--- src/sswq_pkg.sv ---
// shared types and constants of the sorted sleep/wakeup queue
package sswq_pkg;

  localparam int unsigned ID_W        = 8;
  localparam int unsigned TICKS_W     = 32;
  localparam int unsigned TIME_W      = 48;
  localparam int unsigned STATUS_W    = 2;
  localparam int unsigned MAX_RESULTS = 16;
  localparam int unsigned NW          = $clog2(MAX_RESULTS + 1);

  localparam logic [TIME_W-1:0] TIME_MAX = {TIME_W{1'b1}};

  localparam logic REQ_SLEEP = 1'b0;
  localparam logic REQ_TICK  = 1'b1;

  typedef enum logic [STATUS_W-1:0] {
    ST_WOKEN    = 2'd0,
    ST_ACCEPTED = 2'd1,
    ST_FULL     = 2'd2
  } status_e;

  typedef enum logic [2:0] {
    S_IDLE,
    S_TICK_CHK,
    S_SLEEP_CHK,
    S_SLEEP_PUT,
    S_EMIT
  } state_e;

  typedef struct packed {
    logic [TIME_W-1:0] wake;
    logic [ID_W-1:0]   thread;
  } entry_t;

  localparam int unsigned ENTRY_W = $bits(entry_t);

endpackage

--- src/sswq_ifs.sv ---
// request and result channel interfaces of the sorted sleep/wakeup queue
interface sswq_req_if import sswq_pkg::*; ();
  logic               valid;
  logic               ready;
  logic               req_type;
  logic [ID_W-1:0]    thread_id;
  logic [TICKS_W-1:0] sleep_ticks;

  modport source (output valid, req_type, thread_id, sleep_ticks, input ready);
  modport sink   (input valid, req_type, thread_id, sleep_ticks, output ready);
endinterface

interface sswq_res_if import sswq_pkg::*; ();
  logic                valid;
  logic                ready;
  logic [STATUS_W-1:0] status;
  logic [ID_W-1:0]     woken_id;
  logic                last;

  modport source (output valid, status, woken_id, last, input ready);
  modport sink   (input valid, status, woken_id, last, output ready);
endinterface

--- src/sswq_ram.sv ---
// generic simple dual-port ram with registered read
module sswq_ram #(
  parameter int unsigned WIDTH = 8,
  parameter int unsigned DEPTH = 16
) (
  input  logic                     clk_i,
  input  logic                     we_i,
  input  logic [$clog2(DEPTH)-1:0] waddr_i,
  input  logic [WIDTH-1:0]         wdata_i,
  input  logic                     re_i,
  input  logic [$clog2(DEPTH)-1:0] raddr_i,
  output logic [WIDTH-1:0]         rdata_o
);

  logic [WIDTH-1:0] mem_q [DEPTH];
  logic [WIDTH-1:0] rdata_q;

  always_ff @(posedge clk_i) begin
    if (we_i) begin
      mem_q[waddr_i] <= wdata_i;
    end
    if (re_i) begin
      rdata_q <= mem_q[raddr_i];
    end
  end

  assign rdata_o = rdata_q;

endmodule

--- src/sorted_sleep_wakeup_queue.sv ---
// top level: wakeup queue sorted by wake time, kept in a circular buffer in ram
// The block takes one request at a time. Entries live in a ring buffer in one
// ram with a registered read, oldest-due at the head. A tick first bumps the
// tick count, then reads the head and hands over each due thread in turn (at
// most sixteen per tick), marking the last result. A sleep request walks back
// from the tail, moving each later entry up by one slot per cycle, stops at an
// entry with an earlier or equal wake time and writes the new entry into the
// freed slot; a request turned away by a full queue gets a full status. A
// request is taken while a result still waits on the output register; the
// block stalls only when it has a further result to give and the output is
// still occupied.
module sorted_sleep_wakeup_queue import sswq_pkg::*; #(
  parameter int unsigned QUEUE_DEPTH = 16
) (
  input  logic         clk_i,
  input  logic         rst_ni,
  sswq_req_if.sink     req_i,
  sswq_res_if.source   res_o
);

  localparam int unsigned AW = $clog2(QUEUE_DEPTH);
  localparam int unsigned CW = $clog2(QUEUE_DEPTH + 1);

  // logical queue position to ram address
  function automatic logic [AW-1:0] phys(input logic [AW-1:0] head, input logic [AW-1:0] k);
    logic [AW:0] s;
    s = {1'b0, head} + {1'b0, k};
    if (s >= (AW+1)'(QUEUE_DEPTH)) begin
      s = s - (AW+1)'(QUEUE_DEPTH);
    end
    return s[AW-1:0];
  endfunction

  state_e            state_q, state_d;
  logic [CW-1:0]     count_q, count_d;
  logic [AW-1:0]     head_q, head_d;
  logic [TIME_W-1:0] tick_now_q, tick_now_d;
  logic [NW-1:0]     n_q, n_d;
  logic              pend_valid_q, pend_valid_d;
  logic              out_valid_q, out_valid_d;

  logic [AW-1:0]     hole_q, hole_d;
  logic [TIME_W-1:0] wake_q, wake_d;
  status_e           res_status_q, res_status_d;
  logic [ID_W-1:0]   res_id_q, res_id_d;
  status_e           out_status_q, out_status_d;
  logic [ID_W-1:0]   out_id_q, out_id_d;
  logic              out_last_q, out_last_d;

  logic              ram_we, ram_re;
  logic [AW-1:0]     ram_waddr, ram_raddr;
  entry_t            ram_wdata, ram_rdata;

  logic              can_emit, emit, emit_last;
  status_e           emit_status;
  logic [ID_W-1:0]   emit_id;
  logic [TIME_W:0]   wake_sum;
  logic [TIME_W-1:0] wake_calc;
  logic [AW-1:0]     head_inc;
  logic              due;

  sswq_ram #(
    .WIDTH (ENTRY_W),
    .DEPTH (QUEUE_DEPTH)
  ) u_ram (
    .clk_i   (clk_i),
    .we_i    (ram_we),
    .waddr_i (ram_waddr),
    .wdata_i (ram_wdata),
    .re_i    (ram_re),
    .raddr_i (ram_raddr),
    .rdata_o (ram_rdata)
  );

  assign can_emit  = !out_valid_q || res_o.ready;
  assign wake_sum  = {1'b0, tick_now_q} + (TIME_W+1)'(req_i.sleep_ticks);
  assign wake_calc = wake_sum[TIME_W] ? TIME_MAX : wake_sum[TIME_W-1:0];
  assign head_inc  = (head_q == AW'(QUEUE_DEPTH - 1)) ? '0 : head_q + AW'(1);
  assign due       = ram_rdata.wake <= tick_now_q;

  assign req_i.ready = (state_q == S_IDLE);

  always_comb begin
    state_d      = state_q;
    count_d      = count_q;
    head_d       = head_q;
    tick_now_d   = tick_now_q;
    n_d          = n_q;
    pend_valid_d = pend_valid_q;
    hole_d       = hole_q;
    wake_d       = wake_q;
    res_status_d = res_status_q;
    res_id_d     = res_id_q;
    ram_we       = 1'b0;
    ram_waddr    = '0;
    ram_wdata    = '0;
    ram_re       = 1'b0;
    ram_raddr    = '0;
    emit         = 1'b0;
    emit_status  = ST_WOKEN;
    emit_id      = res_id_q;
    emit_last    = 1'b1;

    case (state_q)
      S_IDLE: begin
        if (req_i.valid) begin
          if (req_i.req_type == REQ_TICK) begin
            if (tick_now_q != TIME_MAX) begin
              tick_now_d = tick_now_q + TIME_W'(1);
            end
            n_d          = '0;
            pend_valid_d = 1'b0;
            if (count_q != '0) begin
              ram_re    = 1'b1;
              ram_raddr = head_q;
              state_d   = S_TICK_CHK;
            end
          end else begin
            res_id_d     = req_i.thread_id;
            wake_d       = wake_calc;
            res_status_d = ST_ACCEPTED;
            if (count_q == CW'(QUEUE_DEPTH)) begin
              res_status_d = ST_FULL;
              state_d      = S_EMIT;
            end else if (count_q == '0) begin
              hole_d  = '0;
              state_d = S_SLEEP_PUT;
            end else begin
              // hole starts at the tail, compare against the entry before it
              hole_d    = count_q[AW-1:0];
              ram_re    = 1'b1;
              ram_raddr = phys(head_q, count_q[AW-1:0] - AW'(1));
              state_d   = S_SLEEP_CHK;
            end
          end
        end
      end

      S_TICK_CHK: begin
        // the held result goes out once we know whether another follows
        if (!(pend_valid_q && !can_emit)) begin
          if (pend_valid_q) begin
            emit        = 1'b1;
            emit_status = ST_WOKEN;
            emit_id     = res_id_q;
            emit_last   = !due;
          end
          if (due) begin
            res_id_d     = ram_rdata.thread;
            res_status_d = ST_WOKEN;
            pend_valid_d = 1'b1;
            head_d       = head_inc;
            count_d      = count_q - CW'(1);
            n_d          = n_q + NW'(1);
            if ((n_q + NW'(1) == NW'(MAX_RESULTS)) || (count_q == CW'(1))) begin
              pend_valid_d = 1'b0;
              state_d      = S_EMIT;
            end else begin
              ram_re    = 1'b1;
              ram_raddr = head_inc;
            end
          end else begin
            pend_valid_d = 1'b0;
            state_d      = S_IDLE;
          end
        end
      end

      S_SLEEP_CHK: begin
        if (ram_rdata.wake > wake_q) begin
          ram_we    = 1'b1;
          ram_waddr = phys(head_q, hole_q);
          ram_wdata = ram_rdata;
          hole_d    = hole_q - AW'(1);
          if (hole_q == AW'(1)) begin
            state_d = S_SLEEP_PUT;
          end else begin
            ram_re    = 1'b1;
            ram_raddr = phys(head_q, hole_q - AW'(2));
          end
        end else begin
          state_d = S_SLEEP_PUT;
        end
      end

      S_SLEEP_PUT: begin
        ram_we         = 1'b1;
        ram_waddr      = phys(head_q, hole_q);
        ram_wdata.wake = wake_q;
        ram_wdata.thread = res_id_q;
        count_d        = count_q + CW'(1);
        state_d        = S_EMIT;
      end

      S_EMIT: begin
        if (can_emit) begin
          emit        = 1'b1;
          emit_status = res_status_q;
          emit_id     = res_id_q;
          emit_last   = 1'b1;
          state_d     = S_IDLE;
        end
      end

      default: begin
        state_d = S_IDLE;
      end
    endcase
  end

  // output register: a new result replaces one that is being transferred
  always_comb begin
    out_valid_d  = out_valid_q;
    out_status_d = out_status_q;
    out_id_d     = out_id_q;
    out_last_d   = out_last_q;
    if (emit) begin
      out_valid_d  = 1'b1;
      out_status_d = emit_status;
      out_id_d     = emit_id;
      out_last_d   = emit_last;
    end else if (res_o.ready) begin
      out_valid_d = 1'b0;
    end
  end

  always_ff @(posedge clk_i or negedge rst_ni) begin
    if (!rst_ni) begin
      state_q      <= S_IDLE;
      count_q      <= '0;
      head_q       <= '0;
      tick_now_q   <= '0;
      n_q          <= '0;
      pend_valid_q <= 1'b0;
      out_valid_q  <= 1'b0;
    end else begin
      state_q      <= state_d;
      count_q      <= count_d;
      head_q       <= head_d;
      tick_now_q   <= tick_now_d;
      n_q          <= n_d;
      pend_valid_q <= pend_valid_d;
      out_valid_q  <= out_valid_d;
    end
  end

  always_ff @(posedge clk_i) begin
    hole_q       <= hole_d;
    wake_q       <= wake_d;
    res_status_q <= res_status_d;
    res_id_q     <= res_id_d;
    out_status_q <= out_status_d;
    out_id_q     <= out_id_d;
    out_last_q   <= out_last_d;
  end

  assign res_o.valid    = out_valid_q;
  assign res_o.status   = out_status_q;
  assign res_o.woken_id = out_id_q;
  assign res_o.last     = out_last_q;

  assert property (@(posedge clk_i) disable iff (!rst_ni)
    count_q <= CW'(QUEUE_DEPTH))
    else $error("entry count beyond queue depth");

  assert property (@(posedge clk_i) disable iff (!rst_ni)
    n_q <= NW'(MAX_RESULTS))
    else $error("too many wakeups in one tick");

  assert property (@(posedge clk_i) disable iff (!rst_ni)
    (state_q == S_SLEEP_PUT) |=> (count_q == $past(count_q) + CW'(1)))
    else $error("insert did not grow the queue");

  assert property (@(posedge clk_i) disable iff (!rst_ni)
    (state_q == S_SLEEP_CHK) |-> (hole_q != '0))
    else $error("shift walk ran past the head");

  assert property (@(posedge clk_i) disable iff (!rst_ni)
    (state_q == S_TICK_CHK) |-> (count_q != '0))
    else $error("wakeup scan on an empty queue");

endmodule
--- src/flat_wrapper.sv ---
// flat-port wrapper written by rule: the top's interface ports become plain ports
module sorted_sleep_wakeup_queue_flat import sswq_pkg::*;
#(
  parameter int unsigned QUEUE_DEPTH = 16
)
  (clk_i, rst_ni, req_i_valid, req_i_req_type, req_i_thread_id, req_i_sleep_ticks, req_i_ready, res_o_valid, res_o_status, res_o_woken_id, res_o_last, res_o_ready);
  sswq_req_if req_i_i ();
  sswq_res_if res_o_i ();
  input  logic clk_i;
  input  logic rst_ni;
  input wire logic [$bits(req_i_i.valid)-1:0] req_i_valid;
  input wire logic [$bits(req_i_i.req_type)-1:0] req_i_req_type;
  input wire logic [$bits(req_i_i.thread_id)-1:0] req_i_thread_id;
  input wire logic [$bits(req_i_i.sleep_ticks)-1:0] req_i_sleep_ticks;
  output wire logic [$bits(req_i_i.ready)-1:0] req_i_ready;
  output wire logic [$bits(res_o_i.valid)-1:0] res_o_valid;
  output wire logic [$bits(res_o_i.status)-1:0] res_o_status;
  output wire logic [$bits(res_o_i.woken_id)-1:0] res_o_woken_id;
  output wire logic [$bits(res_o_i.last)-1:0] res_o_last;
  input wire logic [$bits(res_o_i.ready)-1:0] res_o_ready;
  assign req_i_i.valid = req_i_valid;
  assign req_i_i.req_type = req_i_req_type;
  assign req_i_i.thread_id = req_i_thread_id;
  assign req_i_i.sleep_ticks = req_i_sleep_ticks;
  assign req_i_ready = req_i_i.ready;
  assign res_o_valid = res_o_i.valid;
  assign res_o_status = res_o_i.status;
  assign res_o_woken_id = res_o_i.woken_id;
  assign res_o_last = res_o_i.last;
  assign res_o_i.ready = res_o_ready;
  sorted_sleep_wakeup_queue #(.QUEUE_DEPTH(QUEUE_DEPTH)) u_core (.clk_i(clk_i), .rst_ni(rst_ni), .req_i(req_i_i), .res_o(res_o_i));
endmodule
--- config.mk ---
export PLATFORM = sky130hd
export DESIGN_NAME = sorted_sleep_wakeup_queue_flat
export DESIGN_NICKNAME = d
export VERILOG_FILES = /design/src/sswq_pkg.sv /design/src/sswq_ifs.sv /design/src/sswq_ram.sv /design/src/sorted_sleep_wakeup_queue.sv /design/src/flat_wrapper.sv
export SDC_FILE = /design/constraint.sdc
export NUM_CORES = 2
export LEC_CHECK = 0
export BUFFER_PORTS_ARGS = -buffer_cell sky130_fd_sc_hd__buf_2
export CAP_MARGIN = 0
export CORE_MARGIN = 1
export CORE_UTILIZATION = 40
export CTS_BUF_LIST = sky130_fd_sc_hd__clkbuf_8
export DETAILED_ROUTE_END_ITERATION = 12
export HOLD_SLACK_MARGIN = 0.06
export PLACE_DENSITY_LB_ADDON = 0.1
export SETUP_SLACK_MARGIN = 0.4
export SLEW_MARGIN = 25
export SYNTH_ARGS = -nofsm -noshare
export SYNTH_HDL_FRONTEND = slang
export SYNTH_SLANG_ARGS = --single-unit
--- constraint.sdc ---
create_clock -name clk_i -period 9.55 [get_ports clk_i]
set_input_delay 0.955 -clock clk_i [delete_from_list [all_inputs] [get_ports clk_i]]
set_output_delay 0.955 -clock clk_i [all_outputs]
set_load 0.02 [all_outputs]
==> Implementation_results.wiki <==
{| class="wikitable"
! Metric !! Value
|-
| DRC marker count from the first detailed-route iteration || about 2600
|-
| Slew of the pin with the lowest slew margin || between 1 and 1.5 ns
|-
| Post-Synthesis Net Count || ~3700
|-
| Post-Syn Area || 47600 sq um
|-
| Max cap viols || 0
|-
| CTS H-Tree Depth || 4
|-
| Library cell used as clock root buffer || sky130_fd_sc_hd__clkbuf_8
|-
| Full die area || 120000 sq um
|-
| Worst-path cell with the longest stage delay || sky130_fd_sc_hd__and2_4
|-
| Worst endpoint data arrival time || ~7.1 ns
|-
| Number of failing setup endpoints in the final timing report || 0
|-
| CTS tree || done
|-
| Ratio of cells with drive above 1 in the final layout || between 10 and 15%
|-
| Leading register cell type out of synthesis || sky130_fd_sc_hd__edfxtp_1
|-
| Part of the Yosys area used for sequential elements || between 60 and 70%
|-
| Area inside the core boundary || 118000 sq um
|-
| Category of the worst setup path capture point || register
|-
| Commonest non-fill, non-tap cells in the layout || 1025 x sky130_fd_sc_hd__edfxtp_1, 659 x sky130_fd_sc_hd__nand2_1, 279 x sky130_fd_sc_hd__mux2i_1, 192 x sky130_fd_sc_hd__nand3_1, 191 x sky130_fd_sc_hd__inv_1
|-
| Global-route wire length before repair || roughly 200000 microns
|-
| Number of nets in the layout || about 3900
|-
| Clock sinks || between 1000 and 1500
|-
| Clock slew at the register clock pins of the worst setup and hold paths || about 0.060 ns
|-
| Fraction of registers with async set/reset || 6.14%
|-
| Effective utilization at floorplan || 40.3%
|-
| Instance count of the mapped netlist || around 3500
|-
| Largest net degree at the start of global routing || between 100 and 150
|-
| Number of antenna violations at the first check in global routing || 3
|-
| Cells along the critical path || ha_1 > nand4_1 > nor4_1 > nand2_1 > a311oi_1 > o31a_2 > buf_4 > and2_4 > a221o_4 > buf_4 > and2_4 > buf_4 > a31oi_1 > and3_1 > a41o_1
|-
| Die Wd || between 300 and 400 microns
|-
| Fill cell total of the finished layout || between 10000 and 15000
|-
| Final max-slew violation count || 0
|-
| Crit path time final || ~6.4 ns
|-
| Crit path top cell by count || sky130_fd_sc_hd__buf_4
|-
| Post-Place Setup Slack || approximately 3.0 ns
|-
| Netlist cell types || 71
|-
| Count of buffers added by post-CTS timing repair for setup || 0
|-
| Count of vias placed by the detailed router || slightly above 30000
|-
| WL final || approximately 140000 microns
|-
| Final clock period utilization by the worst path || about two thirds
|-
| DR vias/cell || 5.59
|-
| Number of global-route vias before repair || between 30000 and 40000
|-
| Port Buf Inserts || 57
|-
| Number of enable flip-flop cells after synthesis || 1025
|-
| Count of final hold-check violations || 0
|-
| Most common cell after layout, fill and taps aside || sky130_fd_sc_hd__edfxtp_1
|-
| Worst setup skew after layout || 0.0574 ns
|-
| Timing-limited maximum frequency || approximately 160 MHz
|-
| Largest driver fanout on the critical path || 61
|-
| Max incr delay on CP || 0.71 ns
|-
| CTS Buffer Depth || 3
|-
| Reported leakage power || roughly 21 nW
|-
| Final worst-path setup slack || between 3 and 4 ns
|-
| Die height || about 350 microns
|-
| Post-Syn Area per Cell || approximately 13 sq um
|-
| Register bit count reported by yosys || between 1000 and 1500
|-
| Post-place instance area || roughly 50000 sq um
|-
| Placed cell count || around 5100
|-
| Max-slew headroom || 31.0%
|-
| Worst Hold Class || input port to register
|-
| Mean routed wirelength per cell || between 20 and 30 microns
|-
| Antenna Nets Post-Route || 0
|-
| Post-route design area || between 50000 and 60000 sq um
|-
| Run status || completed
|-
| Clock insertion delay at the later pin of the skew report || around 0.89 ns
|-
| Crit path launch type || register
|-
| Required time of the critical path || about 10 ns
|-
| Critical path type || register to register
|-
| P per Cell Area || between 200 and 300 nW/um^2
|-
| I/O pins || between 50 and 60
|-
| First-pass iteration count of the detailed router || 5
|-
| Cts bufs inserted || 183
|-
| Setup repair after global routing missed its margin || false
|-
| Final estimated routing congestion in global placement || ~0.86
|-
| Peak supply drop || 0.224 mV
|-
| Gr usage total || between 20% and 30%
|-
| Detailed placer's ending HPWL || approximately 80000 microns
|-
| Remaining design rule violation count || 0
|-
| Number of rows created at floorplan || between 100 and 150
|-
| Layout Area Growth over Synthesis || 12.5%
|-
| Total congestion overflow || 0
|-
| Final instance count without filler cells || approximately 5400
|-
| Post-Route Setup TNS || 0 ns
|-
| Number of warnings printed during yosys synthesis || 0
|}
==> registers in the layout (all words and copies together), names as in the netlist <==
| signal | flops |
|---|---|
| u_core.res_status_q | 2 |
| u_core.res_id_q | 8 |
| u_core.u_ram.rdata_o | 56 |
| u_core.wake_q | 48 |
| u_core.n_q | 5 |
| u_core.res_o.valid | 1 |
| u_core.count_q | 5 |
| u_core.hole_q | 4 |
| u_core.res_o.last | 1 |
| u_core.tick_now_q | 48 |
| u_core.pend_valid_q | 1 |
| u_core.res_o.woken_id | 8 |
| u_core.head_q | 4 |
| u_core.res_o.status | 2 |
| u_core.state_q | 3 |
| u_core.u_ram.mem_q | 896 |
==> final timing paths <==
kind                                                from                        to  slack [ns]  cells after the start
worst min register to register        u_core.res_id_q[6]  u_core.res_o.woken_id[6]        0.49                      0
worst max register to register  u_core.u_ram.rdata_o[38]  u_core.u_ram.rdata_o[35]        3.12                     15
max in group asynchronous                         rst_ni     u_core.tick_now_q[38]        8.23                      4
worst max-delay path            u_core.u_ram.rdata_o[38]  u_core.u_ram.rdata_o[35]        3.12                     15
min in group asynchronous                         rst_ni         u_core.state_q[1]        0.43                      2
worst min-delay path                  req_i_thread_id[3]        u_core.res_id_q[3]        0.36                      3
==> what timing repair did <==
| action | 4_1_cts | 5_1_grt |
|---|---|---|
| gates resized for setup | 0 | 0 |
| hold buffers | 1 | 0 |
| hold endpoints to repair | 4 | 0 |
==> layout make-up <==
type | instances | area [sq um] | share of cell area [%]
Clock buffer | 184 | 2530 | 4.73
Inverter | 119 | 447 | 0.834
Sequential cell | 1092 | 32500 | 60.6
Multi-Input combinational cell | 2154 | 14200 | 26.5
Clock inverter | 148 | 788 | 1.47
Timing Repair Buffer | 176 | 1240 | 2.31
Antenna cell | 2 | 5.00 | 0.00934
Tap cell | 1536 | 1920 | 3.59
==> worst max-delay path: cells and delay by family, from the launching register on <==
family                     cells  cell delay, ns
and+or+nand+nor                6            2.30
buffers and inverters          3            1.57
AOI/OAI and AO/OA              5            1.25
DFF                            1            0.58
adders and majority gates      1            0.39
==> cell usage after synthesis, types with 4 or more instances <==
cell type / n / share of area (%)
sky130_fd_sc_hd__nand4_1: 76 / 1.0
sky130_fd_sc_hd__o211ai_1: 22 / 0.35
sky130_fd_sc_hd__xor2_1: 22 / 0.40
sky130_fd_sc_hd__or4_1: 7 / 0.11
sky130_fd_sc_hd__xnor2_1: 77 / 1.4
sky130_fd_sc_hd__a41o_1: 7 / 0.15
sky130_fd_sc_hd__a221o_1: 5 / 0.11
sky130_fd_sc_hd__buf_2: 60 / 0.63
sky130_fd_sc_hd__nand2_1: 660 / 5.2
sky130_fd_sc_hd__fa_1: 4 / 0.17
sky130_fd_sc_hd__nor4_1: 5 / 0.066
sky130_fd_sc_hd__edfxtp_1: 1025 / 65
sky130_fd_sc_hd__a22o_1: 11 / 0.20
sky130_fd_sc_hd__o21ai_0: 103 / 1.1
sky130_fd_sc_hd__and4_1: 7 / 0.13
sky130_fd_sc_hd__o21ai_1: 46 / 0.48
sky130_fd_sc_hd__dfrtp_1: 67 / 3.5
sky130_fd_sc_hd__clkbuf_1: 97 / 0.76
sky130_fd_sc_hd__or2_2: 5 / 0.066
sky130_fd_sc_hd__inv_1: 119 / 0.94
sky130_fd_sc_hd__mux2i_1: 279 / 5.9
sky130_fd_sc_hd__ha_1: 146 / 3.8
sky130_fd_sc_hd__nor3_1: 26 / 0.27
sky130_fd_sc_hd__and3_1: 28 / 0.37
sky130_fd_sc_hd__a221oi_1: 48 / 0.88
sky130_fd_sc_hd__buf_1: 6 / 0.047
sky130_fd_sc_hd__nand3_1: 192 / 2.0
sky130_fd_sc_hd__nor2_1: 71 / 0.56
sky130_fd_sc_hd__and2_1: 12 / 0.16
sky130_fd_sc_hd__or3_1: 6 / 0.079
sky130_fd_sc_hd__a21o_1: 31 / 0.49
sky130_fd_sc_hd__a31oi_1: 14 / 0.18
sky130_fd_sc_hd__o21bai_1: 4 / 0.063
sky130_fd_sc_hd__a21oi_1: 83 / 0.87
sky130_fd_sc_hd__a221oi_2: 11 / 0.35
sky130_fd_sc_hd__nand2b_1: 16 / 0.21
sky130_fd_sc_hd__nor2b_1: 15 / 0.20
sky130_fd_sc_hd__a211oi_1: 8 / 0.13
sky130_fd_sc_hd__a32oi_1: 52 / 0.96
sky130_fd_sc_hd__o21a_1: 13 / 0.20
==> power breakdown <==
group	leakage, nW	switching, mW	internal [mW]
Sequential	10.2	0.343	6.04
Combinational	8.78	3.34	1.59
Clock	1.95	1.95	1.87
Total	21.0	5.64	9.50
==> metal layers <==
layer | vias up | part of all wire [%] | track usage (%)
li1 | 13700 | - | -
met1 | 15400 | 46 | 31.6
met2 | 925 | 47 | 35.6
met3 | 197 | 5.5 | 3.84
met4 | 0 | 2.0 | 6.39
met5 | - | 0 | 0
==> metrics by stage <==
stage,total power [mW],hold slack [ns],utilization (%)
floorplan,9.56,0.427,-
global placement,11.3,0.480,42.5
detailed placement,11.4,0.470,42.5
CTS,15.2,0.264,45.3
global route,15.9,0.319,45.4
finish,15.1,0.364,45.4
==> logic make-up (layout without fill, tap and decap cells) <==
logic type               Yosys count  in the layout  synth area share (%)
multiplexers                     280            280                  5.89
other                              0              2                     0
AND/OR/NAND/NOR                 1134           1134                  10.6
AO/OA/AOI/OAI                    491            491                  7.11
buffers and inverters            287            627                  2.47
flip-flops                      1092           1092                  68.1
XOR/XNOR                          99             99                  1.82
adder cells (fa/ha/maj)          150            150                  4.00
(Power assumes the default switching activity.)
